--- src/rtl/core/bls_pkg.sv ---
package bls_pkg;

	// payload widths fixed by the item format
	localparam int KIND_W  = 1;
	localparam int CIDX_W  = 4;
	localparam int COEF_W  = 16;
	localparam int SMP_W   = 16;
	localparam int LC_W    = 6;
	localparam int FRAC_W  = 14;
	localparam int PROD_W  = SMP_W + COEF_W + 1;
	localparam int SUM_W   = PROD_W + 1;
	localparam int COEF_SLOTS = 16;

	localparam logic [LC_W-1:0] LAYER_COUNT_RST = LC_W'(4);

	// item kind codes
	localparam logic [KIND_W-1:0] KIND_COEF   = 1'b0;
	localparam logic [KIND_W-1:0] KIND_SAMPLE = 1'b1;

	// commands from controller to datapath
	typedef struct packed {
		logic coef_wr;
		logic smp_wr;
		logic calc;
		logic src_bank;
	} bls_cmd_t;

endpackage

--- src/rtl/core/bls_ram.sv ---
module bls_ram #(
	parameter int WIDTH = 16,
	parameter int DEPTH = 16,
	localparam int AW = (DEPTH > 1) ? $clog2(DEPTH) : 1
) (
	input  logic             clk,
	input  logic             we,
	input  logic [AW-1:0]    waddr,
	input  logic [WIDTH-1:0] wdata,
	input  logic [AW-1:0]    raddr_a,
	output logic [WIDTH-1:0] rdata_a,
	input  logic [AW-1:0]    raddr_b,
	output logic [WIDTH-1:0] rdata_b
);

	logic [WIDTH-1:0] mem_q [DEPTH];

	// one write port, two registered read ports
	always_ff @(posedge clk) begin
		if (we) begin
			mem_q[waddr] <= wdata;
		end
		rdata_a <= mem_q[raddr_a];
		rdata_b <= mem_q[raddr_b];
	end

endmodule

--- src/rtl/core/bls_dp.sv ---
module bls_dp
	import bls_pkg::*;
#(
	parameter int DIM = 16,
	localparam int IW = $clog2(DIM),
	localparam int K = $clog2(DIM + 1) - 1,
	localparam int SW = (K > 1) ? $clog2(K) : 1
) (
	input  logic                     clk,
	input  logic                     arst_n,
	input  bls_cmd_t                 cmd,
	input  logic [IW-1:0]            idx,
	input  logic [SW-1:0]            shift,
	input  logic [CIDX_W-1:0]        coef_index,
	input  logic signed [COEF_W-1:0] coef_value,
	input  logic signed [SMP_W-1:0]  sample,
	output logic signed [SMP_W-1:0]  result
);

	localparam int CDEPTH = (DIM < COEF_SLOTS) ? DIM : COEF_SLOTS;
	localparam int CAW = $clog2(CDEPTH);
	localparam logic [IW:0] DIM_W = (IW + 1)'(DIM);

	// butterfly index generation for element idx at the current block size
	logic [SW:0]   sh1;
	logic [IW-1:0] bs, q, nb, blk, off, base, i1, i2, pa;
	logic          hi;

	always_comb begin
		sh1  = (SW + 1)'(shift) + (SW + 1)'(1);
		bs   = IW'(1) << shift;
		q    = idx >> sh1;
		nb   = IW'(DIM_W >> sh1);
		blk  = (q == nb) ? '0 : q;
		off  = idx & (bs - IW'(1));
		base = blk << sh1;
		i1   = base + off;
		i2   = i1 + bs;
		hi   = |(idx & bs);
		pa   = blk << 1;
	end

	// coefficient store, a at even slot, b at odd slot
	logic            coef_we;
	logic [CAW-1:0]  ca_addr, cb_addr;
	logic [COEF_W-1:0] ca_rd, cb_rd;

	assign coef_we = cmd.coef_wr && ({1'b0, coef_index} < (CIDX_W + 1)'(CDEPTH));
	assign ca_addr = pa[CAW-1:0];
	assign cb_addr = pa[CAW-1:0] | CAW'(1);

	bls_ram #(.WIDTH(COEF_W), .DEPTH(CDEPTH)) u_coef (
		.clk    (clk),
		.we     (coef_we),
		.waddr  (coef_index[CAW-1:0]),
		.wdata  (coef_value),
		.raddr_a(ca_addr),
		.rdata_a(ca_rd),
		.raddr_b(cb_addr),
		.rdata_b(cb_rd)
	);

	// two vector banks, one read while the other is written
	logic                    wr_s2, dst_s2;
	logic [IW-1:0]           f_s2;
	logic signed [SMP_W-1:0] y;
	logic                    we0, we1;
	logic [IW-1:0]           waddr, raddr_a;
	logic [SMP_W-1:0]        wdata;
	logic [SMP_W-1:0]        b0_rda, b0_rdb, b1_rda, b1_rdb;

	assign we0     = cmd.smp_wr || (wr_s2 && !dst_s2);
	assign we1     = wr_s2 && dst_s2;
	assign waddr   = cmd.smp_wr ? idx : f_s2;
	assign wdata   = cmd.smp_wr ? sample : y;
	assign raddr_a = cmd.calc ? i1 : idx;

	bls_ram #(.WIDTH(SMP_W), .DEPTH(DIM)) u_bank0 (
		.clk    (clk),
		.we     (we0),
		.waddr  (waddr),
		.wdata  (wdata),
		.raddr_a(raddr_a),
		.rdata_a(b0_rda),
		.raddr_b(i2),
		.rdata_b(b0_rdb)
	);

	bls_ram #(.WIDTH(SMP_W), .DEPTH(DIM)) u_bank1 (
		.clk    (clk),
		.we     (we1),
		.waddr  (waddr),
		.wdata  (wdata),
		.raddr_a(raddr_a),
		.rdata_a(b1_rda),
		.raddr_b(i2),
		.rdata_b(b1_rdb)
	);

	// stage 1 tracks the registered reads
	logic          v_s1, hi_s1, dst_s1;
	logic [IW-1:0] f_s1;

	always_ff @(posedge clk or negedge arst_n) begin
		if (!arst_n) begin
			v_s1  <= 1'b0;
			wr_s2 <= 1'b0;
		end else begin
			v_s1  <= cmd.calc;
			wr_s2 <= v_s1;
		end
	end

	always_ff @(posedge clk) begin
		hi_s1  <= hi;
		dst_s1 <= ~cmd.src_bank;
		f_s1   <= idx;
	end

	// stage 2 multiplies, low half a*x1 + b*x2, high half -b*x1 + a*x2
	logic signed [SMP_W-1:0]  x1, x2;
	logic signed [COEF_W:0]   ca, cb, c1, c2;
	logic signed [PROD_W-1:0] p1_s2, p2_s2;

	always_comb begin
		x1 = dst_s1 ? b0_rda : b1_rda;
		x2 = dst_s1 ? b0_rdb : b1_rdb;
		ca = (COEF_W + 1)'($signed(ca_rd));
		cb = (COEF_W + 1)'($signed(cb_rd));
		c1 = hi_s1 ? -cb : ca;
		c2 = hi_s1 ? ca : cb;
	end

	always_ff @(posedge clk) begin
		p1_s2  <= c1 * x1;
		p2_s2  <= c2 * x2;
		f_s2   <= f_s1;
		dst_s2 <= dst_s1;
	end

	// sum, floor shift and saturate on the way into the bank
	logic signed [SUM_W-1:0]          sum;
	logic signed [SUM_W-FRAC_W-1:0]   shr;

	always_comb begin
		sum = SUM_W'(p1_s2) + SUM_W'(p2_s2);
		shr = sum[SUM_W-1:FRAC_W];
		if (shr > (SUM_W - FRAC_W)'(32767)) begin
			y = 16'sh7fff;
		end else if (shr < -(SUM_W - FRAC_W)'(32768)) begin
			y = 16'sh8000;
		end else begin
			y = shr[SMP_W-1:0];
		end
	end

	// emitted element comes from port a of the bank holding the final vector
	assign result = cmd.src_bank ? b1_rda : b0_rda;

endmodule

--- config.mk ---
export PLATFORM = sky130hd
export DESIGN_NAME = bls_dp
export DESIGN_NICKNAME = d
export VERILOG_FILES = /design/src/rtl/core/bls_pkg.sv /design/src/rtl/core/bls_ram.sv /design/src/rtl/core/bls_dp.sv
export SDC_FILE = /design/constraint.sdc
export NUM_CORES = 2
export LEC_CHECK = 0
export BUFFER_PORTS_ARGS = -buffer_cell sky130_fd_sc_hd__buf_2
export CORE_AREA = 2 2 435 308
export CTS_CLUSTER_SIZE = 24
export DETAILED_ROUTE_END_ITERATION = 12
export DIE_AREA = 0 0 437 310
export GPL_ROUTABILITY_DRIVEN = 0
export GPL_TIMING_DRIVEN = 0
export MAX_ROUTING_LAYER = met4
export RECOVER_POWER = 50
export SYNTH_ARGS = -nofsm -noshare
export SYNTH_HDL_FRONTEND = slang
export SYNTH_SLANG_ARGS = --single-unit
export TNS_END_PERCENT = 5
--- constraint.sdc ---
create_clock -name clk -period 10.9 [get_ports clk]
set_clock_uncertainty 0.2 [all_clocks]
set_input_delay 2.725 -clock clk [delete_from_list [all_inputs] [get_ports clk]]
set_output_delay 2.725 -clock clk [all_outputs]
set_load 0.01 [all_outputs]
==> impl_metrics.py <==
metrics = {
    "yosys": {
        "synth-edff-count": 768,
        "synth.area.top_cells": "edfxtp_1, fa_1, mux4_2",
        "syn-mean-instance-area_sq_um": 13.86,
        "async_flop_share": 0.002121,
        "ys_types": 74,
        "synth_area_leader_cell": "edfxtp_1",
        "synth-seq-cells": 943,
        "ys.flop_type": "edfxtp_1",
        "synth_area_sq_mm": 0.06006,
        "synth_fp_nets": 5137,
        "synth-seq-area-share": 0.4425,
        "synth_common_cells": "edfxtp_1, inv_1, fa_1",
        "synth_top_area_share": 0.3840,
        "syn_inst": 4333,
        "yosysMostFrequentCell": "edfxtp_1",
        "synth_warnings": 0,
    },
    "detailed_routing": {
        "m1WireLength_um": 80850,
        "met2WireLength_um": 69540,
        "drc": 0,
        "viasPerCell": 5.790,
        "dr.pass1.iters": 6,
        "routed-wl-met3_um": 23760,
        "via_count": 37130,
        "post_drt_wl_per_cell_um": 27.82,
        "ant_nets": 0,
        "top_layer": "met4",
        "drtIter0Drc": 4534,
        "finalWirelength_um": 178400,
    },
    "sta": {
        "tns_ps": 0,
        "period_minus_slack_ps": 9525,
        "slew_headroom": -0.5464,
        "worst_pin_slew_ps": 2320,
        "setup_viol": 0,
        "rsz0062_at_grt": "false",
        "max_freq_mhz": 105.0,
        "finalHoldViolCount": 0,
        "fin_crit_sh": 0.8739,
        "drv_slew": 328,
    },
    "clocking": {
        "cts_sinks": 943,
        "holdBufCountCts": 0,
        "clk_path_buf_depth": 3,
        "htree_levels": 3,
        "ctsResizeCount": 0,
        "post_cts.repair.setup_buffers": 0,
        "cts_buffers": 90,
        "clk_pin_slew_ps": 70,
        "cts_tree": "built",
        "insertion_delay_ps": 730,
        "root_buffer": "clkbuf_16",
    },
    "worst_setup_path": {
        "crit_path_top_delay_cell": "mux2i_1",
        "cp.arrival_ps": 9880,
        "startpoint_type": "flip-flop",
        "crit_fanout": 10,
        "endpoint_kind": "flip-flop",
        "cp.required_ps": 11250,
        "critPathMaxStageDelay_ps": 1120,
        "worstSetupPathType": "flip-flop to flip-flop",
        "crit_path_frequent_cell": "fa_1",
    },
    "floorplan": {
        "die_w_um": 437,
        "initial_core_util": 0.4560,
        "io_pins": 64,
        "dieArea_sq_mm": 0.1355,
        "die_y_um": 310,
        "rows": 112,
        "core_sq_mm": 0.1317,
    },
    "hold_path": {
        "hp-class": "flip-flop to flip-flop",
    },
    "flow_run": {
        "maxCapViolCount": 14,
    },
    "layout": {
        "utilization": 0.5059,
        "layout-drive-gt1-share": 0.1536,
        "areaGrowthSynthToFinish_pct": 10.95,
        "nets": 5370,
    },
    "global_route": {
        "grt-ovfl-total": 0,
        "antenna_found_initial": 11,
        "grt_start_max_net_pins": 33,
        "grt_pass1_wl_um": 256400,
        "groute.usage.overall": 0.2726,
        "grt_pass1_vias": 36330,
    },
    "placed_design": {
        "port_buffers": 62,
        "dp_hpwl_um": 139800,
    },
    "outcome": {
        "violations": "max-capacitance violations, max-slew violations",
        "outcome": "finished, violations left",
    },
}
==> through the flow <==
step | setup slack (ps) | hold slack (ps) | cells | cell area, sq um
after floorplan | 2629 | 109.6 | 4333 | 60060
after global placement | 1478 | 110.2 | 6162 | 62590
after detailed placement | 1402 | 115.8 | 6237 | 64080
after CTS | 1470 | 130.0 | 6405 | 67070
after global routing | 942.0 | 133.1 | 6411 | 66640
final | 1375 | 129.3 | 6413 | 66640
==> layout by cell type (no fill, tap or decap), types with 13 or more instances in the layout <==
cell type  instances
a21o_1            46
a21oi_1           75
buf_1             28
buf_2             42
buf_8             27
clkbuf_1         187
clkbuf_16         91
clkinv_1          20
clkinv_2          14
dfxtp_1          173
edfxtp_1         768
fa_1             545
ha_1             211
inv_1            633
mux2_2           100
mux2i_1          251
mux4_2           320
nand2_1          316
nand2b_1          30
nand3_1           13
nor2_1           313
nor2_2            20
nor3_1            22
o21ai_0           44
o22ai_1           15
xnor2_1           73
xor2_1            26
==> worst max-delay path, delay by kind of cell (launching register included) <==
family	cells	cell delay (ps)
and+or+nand+nor	1	180
adders and majority gates	7	3420
DFF	1	370
xor gates and xnor gates	1	150
AOI/OAI and AO/OA	9	2600
buffers and inverters	6	1310
muxes	1	1120
==> cells by family after synthesis <==
kind of cell,Yosys count,share of synthesized area
xor+xnor,100,0.01458
fa+ha+maj,756,0.2256
flops,943,0.4425
compound gates,268,0.02996
mux,678,0.1818
simple gates,802,0.05595
buf+inv,786,0.04970
==> per-layer routing <==
metal  track usage  vias to the layer above
met5             -                        -
met4       0.05926                        0
met3       0.09422                      225
met2        0.3471                     2093
met1        0.4142                    19170
li1              -                    15640
==> state kept, by name, summed over array words and instances (netlist names), 16 cells and up <==
name	cells
u_bank1.rdata_a	16
u_coef.mem_q	256
u_bank0.rdata_a	16
p1_s2	33
u_bank1.mem_q	256
u_coef.rdata_b	16
p2_s2	33
u_bank1.rdata_b	16
u_bank0.mem_q	256
u_coef.rdata_a	16
u_bank0.rdata_b	16
==> layout make-up <==
class	instances	area, sq um
Antenna cell	4	10.01
Buffer	153	600.6
Clock buffer	115	2427
Clock inverter	53	563.0
Fill cell	11280	65080
Inverter	633	2376
Multi-Input combinational cell	2604	30650
Sequential cell	943	26580
Tap cell	1767	2211
Timing Repair Buffer	141	1225
==> path summary, 6_finish.rpt <==
kind,depth (start not counted),end,start,slack [ps]
worst max-delay path,25,p1_s2[32],hi_s1,1370
worst min-delay path,0,f_s2[1],f_s1[1],130
worst max register to register,25,p1_s2[32],hi_s1,1370
worst min register to register,0,f_s2[1],f_s1[1],130
max in group asynchronous,1,wr_s2,arst_n,8780
min in group asynchronous,1,v_s1,arst_n,1580
Power is left out: the tool's default activity adds up to more than one toggle a clock period on the data nets, which glitch-free logic cannot reach.
