**src/rtl/core/bls_pkg.sv**
```systemverilog
package bls_pkg;

	// payload widths fixed by the item format
	localparam int KIND_W  = 1;
	localparam int CIDX_W  = 4;
	localparam int COEF_W  = 16;
	localparam int SMP_W   = 16;
	localparam int LC_W    = 6;
	localparam int FRAC_W  = 14;
	localparam int PROD_W  = SMP_W + COEF_W + 1;
	localparam int SUM_W   = PROD_W + 1;
	localparam int COEF_SLOTS = 16;

	localparam logic [LC_W-1:0] LAYER_COUNT_RST = LC_W'(4);

	// item kind codes
	localparam logic [KIND_W-1:0] KIND_COEF   = 1'b0;
	localparam logic [KIND_W-1:0] KIND_SAMPLE = 1'b1;

	// commands from controller to datapath
	typedef struct packed {
		logic coef_wr;
		logic smp_wr;
		logic calc;
		logic src_bank;
	} bls_cmd_t;

endpackage

```
**src/rtl/core/bls_ctrl.sv**
```systemverilog
module bls_ctrl
	import bls_pkg::*;
#(
	parameter int DIM = 16,
	localparam int IW = $clog2(DIM),
	localparam int K = $clog2(DIM + 1) - 1,
	localparam int SW = (K > 1) ? $clog2(K) : 1
) (
	input  logic              clk,
	input  logic              arst_n,
	input  logic              cfg_we,
	input  logic [LC_W-1:0]   cfg_wdata,
	input  logic              in_valid,
	input  logic [KIND_W-1:0] in_kind,
	output logic              in_ready,
	output logic              out_valid,
	input  logic              out_ready,
	output logic              out_last,
	output bls_cmd_t          cmd,
	output logic [IW-1:0]     idx,
	output logic [SW-1:0]     shift
);

	typedef enum logic [2:0] {
		ST_IDLE,
		ST_LAYER,
		ST_DRAIN,
		ST_PRIME,
		ST_EMIT
	} state_t;

	localparam logic [IW-1:0] LAST_IDX = IW'(DIM - 1);
	localparam logic [SW-1:0] LAST_SHIFT = SW'(K - 1);

	state_t          state_q;
	logic [IW-1:0]   idx_q;
	logic [LC_W-1:0] layer_q;
	logic [LC_W-1:0] layer_count_q;
	logic [SW-1:0]   shift_q;
	logic            drain_q;
	logic            src_q;
	logic            in_fire;
	logic            at_last;

	assign in_ready = (state_q == ST_IDLE);
	assign in_fire  = in_valid && in_ready;
	assign at_last  = (idx_q == LAST_IDX);

	// sequencer: load, layers with pipeline drain, prime read, emit
	always_ff @(posedge clk or negedge arst_n) begin
		if (!arst_n) begin
			state_q       <= ST_IDLE;
			idx_q         <= '0;
			layer_q       <= '0;
			layer_count_q <= LAYER_COUNT_RST;
			shift_q       <= '0;
			drain_q       <= 1'b0;
			src_q         <= 1'b0;
		end else begin
			if (cfg_we) begin
				layer_count_q <= cfg_wdata;
			end
			case (state_q)
				ST_IDLE: begin
					if (in_fire && (in_kind == KIND_SAMPLE)) begin
						if (at_last) begin
							idx_q   <= '0;
							layer_q <= '0;
							shift_q <= '0;
							src_q   <= 1'b0;
							state_q <= (layer_count_q == '0) ? ST_PRIME : ST_LAYER;
						end else begin
							idx_q <= idx_q + IW'(1);
						end
					end
				end
				ST_LAYER: begin
					if (at_last) begin
						idx_q   <= '0;
						drain_q <= 1'b0;
						state_q <= ST_DRAIN;
					end else begin
						idx_q <= idx_q + IW'(1);
					end
				end
				ST_DRAIN: begin
					if (drain_q) begin
						src_q   <= ~src_q;
						shift_q <= (shift_q == LAST_SHIFT) ? '0 : shift_q + SW'(1);
						if ((layer_q + LC_W'(1)) == layer_count_q) begin
							layer_q <= '0;
							state_q <= ST_PRIME;
						end else begin
							layer_q <= layer_q + LC_W'(1);
							state_q <= ST_LAYER;
						end
					end else begin
						drain_q <= 1'b1;
					end
				end
				ST_PRIME: begin
					state_q <= ST_EMIT;
				end
				ST_EMIT: begin
					if (out_ready) begin
						if (at_last) begin
							idx_q   <= '0;
							state_q <= ST_IDLE;
						end else begin
							idx_q <= idx_q + IW'(1);
						end
					end
				end
				default: begin
					state_q <= ST_IDLE;
				end
			endcase
		end
	end

	// read address runs one ahead on an accepted beat
	always_comb begin
		idx = idx_q;
		if ((state_q == ST_EMIT) && out_ready && !at_last) begin
			idx = idx_q + IW'(1);
		end
	end

	// command decode
	always_comb begin
		cmd.coef_wr  = in_fire && (in_kind == KIND_COEF);
		cmd.smp_wr   = in_fire && (in_kind == KIND_SAMPLE);
		cmd.calc     = (state_q == ST_LAYER);
		cmd.src_bank = src_q;
	end

	assign shift     = shift_q;
	assign out_valid = (state_q == ST_EMIT);
	assign out_last  = at_last;

endmodule

```
**config.mk**
```make
export PLATFORM = sky130hd
export DESIGN_NAME = bls_ctrl
export DESIGN_NICKNAME = d
export VERILOG_FILES = /design/src/rtl/core/bls_pkg.sv /design/src/rtl/core/bls_ctrl.sv
export SDC_FILE = /design/constraint.sdc
export NUM_CORES = 1
export LEC_CHECK = 0
export ABC_AREA = 1
export ABC_CLOCK_PERIOD_IN_PS = 1900
export BUFFER_PORTS_ARGS = -buffer_cell sky130_fd_sc_hd__buf_2
export CORE_AREA = 2 2 54 56
export DETAILED_ROUTE_END_ITERATION = 6
export DIE_AREA = 0 0 56 58
export PLACE_DENSITY = 0.74
export SYNTH_ARGS = -nofsm -noshare
export SYNTH_HDL_FRONTEND = slang
export SYNTH_SLANG_ARGS = --single-unit
export TNS_END_PERCENT = 1
```
**constraint.sdc**
```tcl
create_clock -name clk -period 1.9 [get_ports clk]
set_clock_uncertainty 0.1 [all_clocks]
set_input_delay 0.19 -clock clk [delete_from_list [all_inputs] [get_ports clk]]
set_output_delay 0.19 -clock clk [all_outputs]
set_load 0.1 [all_outputs]
```
==> flow_summary.yaml, run 1 <==
finish:
  fin_nets: 237
  finalNonFillerCells: 252
  design_area_sq_mm: 0.00194
  area_growth_pct: 42.4
  diodes: 0
  final_layout_size_suffix_gt1_share_pct: 33.5
critical_path:
  slowest_delay_ps: 430
  crit_path_cell_trace: "ha_4, nand3_4, nand2_2, nor2_4, buf_12, buf_6, o21ai_4, buf_12"
  arrival_ps: 1730
  crit_required_ps: 1610
  cp_common_cell: "buf_12"
  crit_type: "flip-flop to output pin"
  r2r-start: "layer_q[1]"
  reg2reg_to: "layer_q[4]"
  reg2reg_depth: 10
  cp-end-kind: "output pin"
  cp-endpoint: "idx[2]"
  critPathLaunch: "idx_q[0]"
  rrSetupSlack_ps: 150
  startpoint_type: "flip-flop"
  cp_max_fo: 6
  crit_slowest_cell: "dfrtp_1"
placement:
  place_congestion: 0.896
  hpwlAfterDp_microns: 2450
  placed_cells: 232
  io_buffers: 24
  postPlaceCellArea_sq_mm: 0.00170
floorplanning:
  die_area_sq_mm: 0.00325
  die_x_microns: 56
  start_util_pct: 51.1
  ios: 25
  rows: 19
  core-area_sq_mm: 0.00266
  die_y_microns: 58
timing:
  hold_slack_ps: 7.13
  setup_ws_ps: -124
  fin_crit_ps: 2020
  finalSetupTns_ps: -614
  min_period_over_period_pct: 107
  hold_viol: 0
  slew_headroom_pct: 64.8
  max_freq_mhz: 494
  final-max-slew-violation-count: 0
  finalSetupViolCount: 6
  rsz0062_at_grt: "yes"
  tightest_slew_ps: 528
cts:
  cts_buffers: 3
  clock_latency_ps: 320
  htree_levels: 1
  cts.sinks: 23
  clk_pin_slew_ps: 120
  clockBufferDepth: 2
  cts_root_buf: "clkbuf_4"
  tritoncts: "done"
pwr:
  p_total_mw: 3.62
  powerDensity_mw_per_mm2: 1870
  p_leak_nw: 0.939
  max-vdd-ir-drop_mv: 2.03
grt:
  grt_max_degree: 24
  antenna_found_initial: 0
  grt_pass1_vias: 1406
  grt_pass1_wl_microns: 5890
  grt_usage_pct: 23.5
  overflow: 0
synthesis:
  synth_top_area_share_pct: 40.5
  ys_seq_area_share_pct: 42.4
  ys_types: 30
  syn_area_sq_mm: 0.00136
  synth_warnings: 0
  syn_area_per_cell_sq_um: 7.68
  synthCells: 177
  yosysTopAreaCell: "dfrtp_1"
  yosys_register_bits: 23
  synthesis.nets: 192
  yosys-top-cells-area: "dfrtp_1, nand2_1, inv_1"
status:
  violations: "negative setup slack"
  status: "complete, but fails checks"
route:
  routed_via_density: 5.44
  dr_total_vias: 1372
  drtIter0Drc: 45
  drtAntennaViolNets: 0
  wl_per_cell_microns: 13.8
  drt_wl_total_microns: 3470
  first_pass_iters: 4
  post-route-drc-count: 0
worst_hold_path:
  hold_class: "input pin to flip-flop"
flow_run:
  cap_viol_max_count: 0
==> critical path: cells and delay by family (launching register included) <==
kind,cells,cell delay [ps]
buffers and inverters,3,450
flip-flops,1,430
adder cells (fa/ha/maj),1,170
AO/OA/AOI/OAI,1,150
AND/OR/NAND/NOR,3,210
==> metal layers <==
metal	vias up	global-route usage [%]	part of all wire, %	wire length [microns]
met5	-	0	0	0
met1	651	26.8	40	1370
li1	667	-	-	-
met2	43	44.4	53	1840
met4	0	9.52	2.7	95
met3	11	3.13	4.4	154
==> cells in the final DEF, fill, tap and decap left out, types with 2 or more instances in the layout <==
cell	instances
nand2_1	46
inv_1	24
dfrtp_1	20
nand3_1	15
buf_2	15
o21ai_0	14
buf_4	12
buf_12	9
nor2_2	7
dlygate4sd3_1	6
nand2_2	4
o21ai_2	4
o21ai_1	4
a21oi_1	3
nand4_1	3
clkbuf_4	3
inv_2	2
nor2_4	2
o21ai_4	2
nor3_1	2
dfrtp_2	2
==> sequential cells by signal, indices dropped and copies added (netlist names) <==
register,flops
shift,2
idx_q,4
src_q,1
state_q,3
drain_q,1
layer_q,6
layer_count_q,6
==> logic make-up (layout without fill, tap and decap cells) <==
family / count (synthesis) / count (layout) / synth area share [%]
and+or+nand+nor: 87 / 87 / 30.6
AOI/OAI and AO/OA: 32 / 32 / 13.7
buffers and inverters: 29 / 73 / 8.55
DFF: 23 / 23 / 42.4
adders and majority gates: 3 / 3 / 2.76
xor gates and xnor gates: 3 / 3 / 1.93
==> Yosys cell counts, drive strengths merged <==
master  number
clkbuf       1
o31ai        1
nand3       16
inv         26
a21oi        4
a22o         1
nand4        3
a31oi        1
nor3         4
xor2         3
buf          2
o41ai        1
nor4         1
nor2        10
nor3b        1
nand2       51
dfrtp       22
ha           3
o21ai       24
nand3b       1
dfstp        1
==> how the worst min path moves through the flow <==
stage	to	slack (ps)	start	depth (start not counted)
floorplan	drain_q	-210	arst_n	0
global placement	src_q	90	arst_n	1
detailed placement	src_q	100	arst_n	1
CTS	layer_count_q[3]	3	cfg_wdata[3]	3
global route	layer_count_q[3]	30	cfg_wdata[3]	3
finish	layer_count_q[3]	7	cfg_wdata[3]	3
==> report_power, final <==
group | switching (mW) | total (mW) | internal [mW]
sequential | 0.176 | 0.819 | 0.644
combinational | 1.72 | 2.57 | 0.842
clock | 0.155 | 0.237 | 0.0824
==> layout make-up <==
class	count	area, sq um
Multi-Input combinational cell	125	778
Inverter	26	97.6
Fill cell	208	726
Clock buffer	4	26.3
Tap cell	31	38.8
Timing Repair Buffer	43	417
Sequential cell	23	579
==> metrics by stage <==
step                utilization [%]  worst slack (ps)
floorplan                         -              -762
global placement               64.0               176
detailed placement             64.0              92.6
CTS                            69.8              -105
global route                   72.7              -190
finish                         72.7              -124
==> what timing repair did <==
| action | CTS | global route |
|---|---|---|
| hold endpoints to repair | 27 | 0 |
| setup buffers | 6 | 4 |
| hold buffers | 6 | 0 |
| setup endpoints to repair | 6 | 14 |
| pin swaps | 2 | 3 |
| resized for setup | 8 | 6 |
(Power assumes the default switching activity.)
==> inputs of run 2 (changes only) <==
--- a/config.mk
+++ b/config.mk
@@ -8,10 +8,12 @@
 export ABC_AREA = 1
 export ABC_CLOCK_PERIOD_IN_PS = 1900
 export BUFFER_PORTS_ARGS = -buffer_cell sky130_fd_sc_hd__buf_2
-export CORE_AREA = 2 2 54 56
+export CORE_AREA = 2 2 52 54
+export CTS_BUF_LIST = sky130_fd_sc_hd__clkbuf_8
 export DETAILED_ROUTE_END_ITERATION = 6
-export DIE_AREA = 0 0 56 58
-export PLACE_DENSITY = 0.74
+export DIE_AREA = 0 0 54 56
+export PLACE_DENSITY = 0.8
+export SLEW_MARGIN = 20
 export SYNTH_ARGS = -nofsm -noshare
 export SYNTH_HDL_FRONTEND = slang
 export SYNTH_SLANG_ARGS = --single-unit
==> run 2 against run 1 <==
Net effect:
- the run still ends with negative setup slack left
- clock-buffer cell count decreased by 1
- via count rose by 0.87%
- critical path depth did not move
- register-to-register slack worse by 90 ps
==> flow_summary.yaml, run 2 (same netlist as run 1, synthesis figures left out) <==
critical_path:
  arrival_ps: 1730
  slowest_delay_ps: 370
  reg2reg_to: "shift[1]"
  reg2reg_depth: 8
  crit_type: "flip-flop to output pin"
  cp_common_cell: "buf_12"
  crit_required_ps: 1610
  startpoint_type: "flip-flop"
  crit_slowest_cell: "dfrtp_1"
  crit_path_cell_trace: "ha_2, nand3_4, nand2_4, nor2_4, buf_12, buf_6, o21ai_4, buf_12"
  rrSetupSlack_ps: 60
  cp_max_fo: 6
  r2r-start: "idx_q[1]"
  cp-end-kind: "output pin"
grt:
  grt_pass1_wl_microns: 5310
  grt_pass1_vias: 1281
  met1_usage_pct: 27.1
  grtUsageMet2_pct: 41.6
  antenna_found_initial: 0
  globalRoute.busiestLayer: "met2"
  overflow: 0
  grt_max_degree: 24
  grt_usage_pct: 24.1
  grt_use_met3_pct: 4.03
cts:
  clk_pin_slew_ps: 80
  htree_levels: 1
  cts_buffers: 3
  clock_latency_ps: 270
  cts.sinks: 23
  clockBufferDepth: 2
  tritoncts: "done"
  cts_root_buf: "clkbuf_8"
timing:
  final-max-slew-violation-count: 0
  hold_viol: 0
  fin_crit_ps: 2020
  setup_ws_ps: -115
  min_period_over_period_pct: 106
  slew_headroom_pct: 65.0
  finalSetupViolCount: 4
  rsz0062_at_grt: "yes"
  max_freq_mhz: 496
  tightest_slew_ps: 525
finish:
  design_area_sq_mm: 0.00189
  fin_nets: 231
  final_layout_size_suffix_gt1_share_pct: 33.5
  fin_util_pct: 77.9
  area_growth_pct: 39.3
  fillers: 171
  diodes: 0
  seqCellArea_sq_um: 579
  final_cell_mix: "nand2_1, inv_1, dfrtp_1"
  top_regs: "layer_count_q (6), layer_q (6), idx_q (4)"
  final_common_cell: "nand2_1"
  multi_input_area_sq_um: 774
placement:
  hpwlAfterDp_microns: 2370
  postPlaceCellArea_sq_mm: 0.00170
  place_congestion: 0.879
  io_buffers: 24
  place_ws_ps: 113
floorplanning:
  ios: 25
  die_x_microns: 54
  core-area_sq_mm: 0.00243
  start_util_pct: 55.9
  die_y_microns: 56
  rows: 18
  die_area_sq_mm: 0.00302
worst_hold_path:
  whs_path_depth: 3
  hold_class: "input pin to flip-flop"
  hp-start: "cfg_wdata[0]"
  min_to: "layer_count_q[0]"
status:
  violations: "negative setup slack"
  status: "complete, but fails checks"
route:
  drt_wl_total_microns: 3700
  post-route-drc-count: 0
  wl_per_cell_microns: 15.1
  first_pass_iters: 5
  drtIter0Drc: 27
  routed_via_density: 5.65
  drtAntennaViolNets: 0
  dr_total_vias: 1384
flow_run:
  cap_viol_max_count: 0
run 2: changes by cell type in the layout (fill, tap and decap cells not counted), sizes merged:
cell and delta:
dlygate4sd3 -5, buf -2, clkinv +1
run 2: how the worst max path moves through the flow:
stage,startpoint,to,slack [ps],cells past startpoint
finish,idx_q[1],idx[1],-120,8
global route,idx_q[1],idx[1],-150,8
CTS,state_q[1],idx[3],-30,6
detailed placement,idx_q[1],idx[2],110,7
global placement,idx_q[1],idx[1],180,7
floorplan,state_q[2],idx[3],-760,6
run 2: what timing repair did:
action                                  4_1_cts  5_1_grt
pin swaps                                     3        5
hold endpoints to repair                     22        0
endpoints found under the setup margin        6       10
gates resized for setup                       4       10
cloned                                        0        0
setup buffers                                 5        4
hold buffers                                  1        0
run 2: worst max-delay path, delay by kind of cell, from the launching register on:
kind            cells  cell delay (ps)
fa+ha+maj           1              220
simple gates        3              230
compound gates      1              170
buf+inv             3              470
flops               1              370
run 2: layout make-up:
cell class | count | share of cell area (%)
clock inverters | 1 | 0.264
flip-flops and latches | 23 | 30.6
well taps | 30 | 1.98
clock buffers | 3 | 2.18
multi-input cells | 125 | 40.9
repair buffers | 37 | 19.0
inverters | 26 | 5.15
run 2: stage by stage:
step / TNS, ps / hold WS [ps] / std cells
CTS: -98.2 / 21.8 / 241
global placement: 0 / 87.1 / 231
floorplan: -7770 / -206 / 177
finish: -356 / 25.0 / 245
global route: -621 / 35.0 / 245
detailed placement: 0 / 93.1 / 231
run 2: layer usage:
layer | wire length, microns | share of wire, %
met5 | 0 | 0
met2 | 1950 | 53
met4 | 216 | 5.8
met1 | 1360 | 37
met3 | 175 | 4.7
Power of run 2 is not shown: default switching activity piles up to over one toggle a cycle in this logic, so the estimate is an artifact.
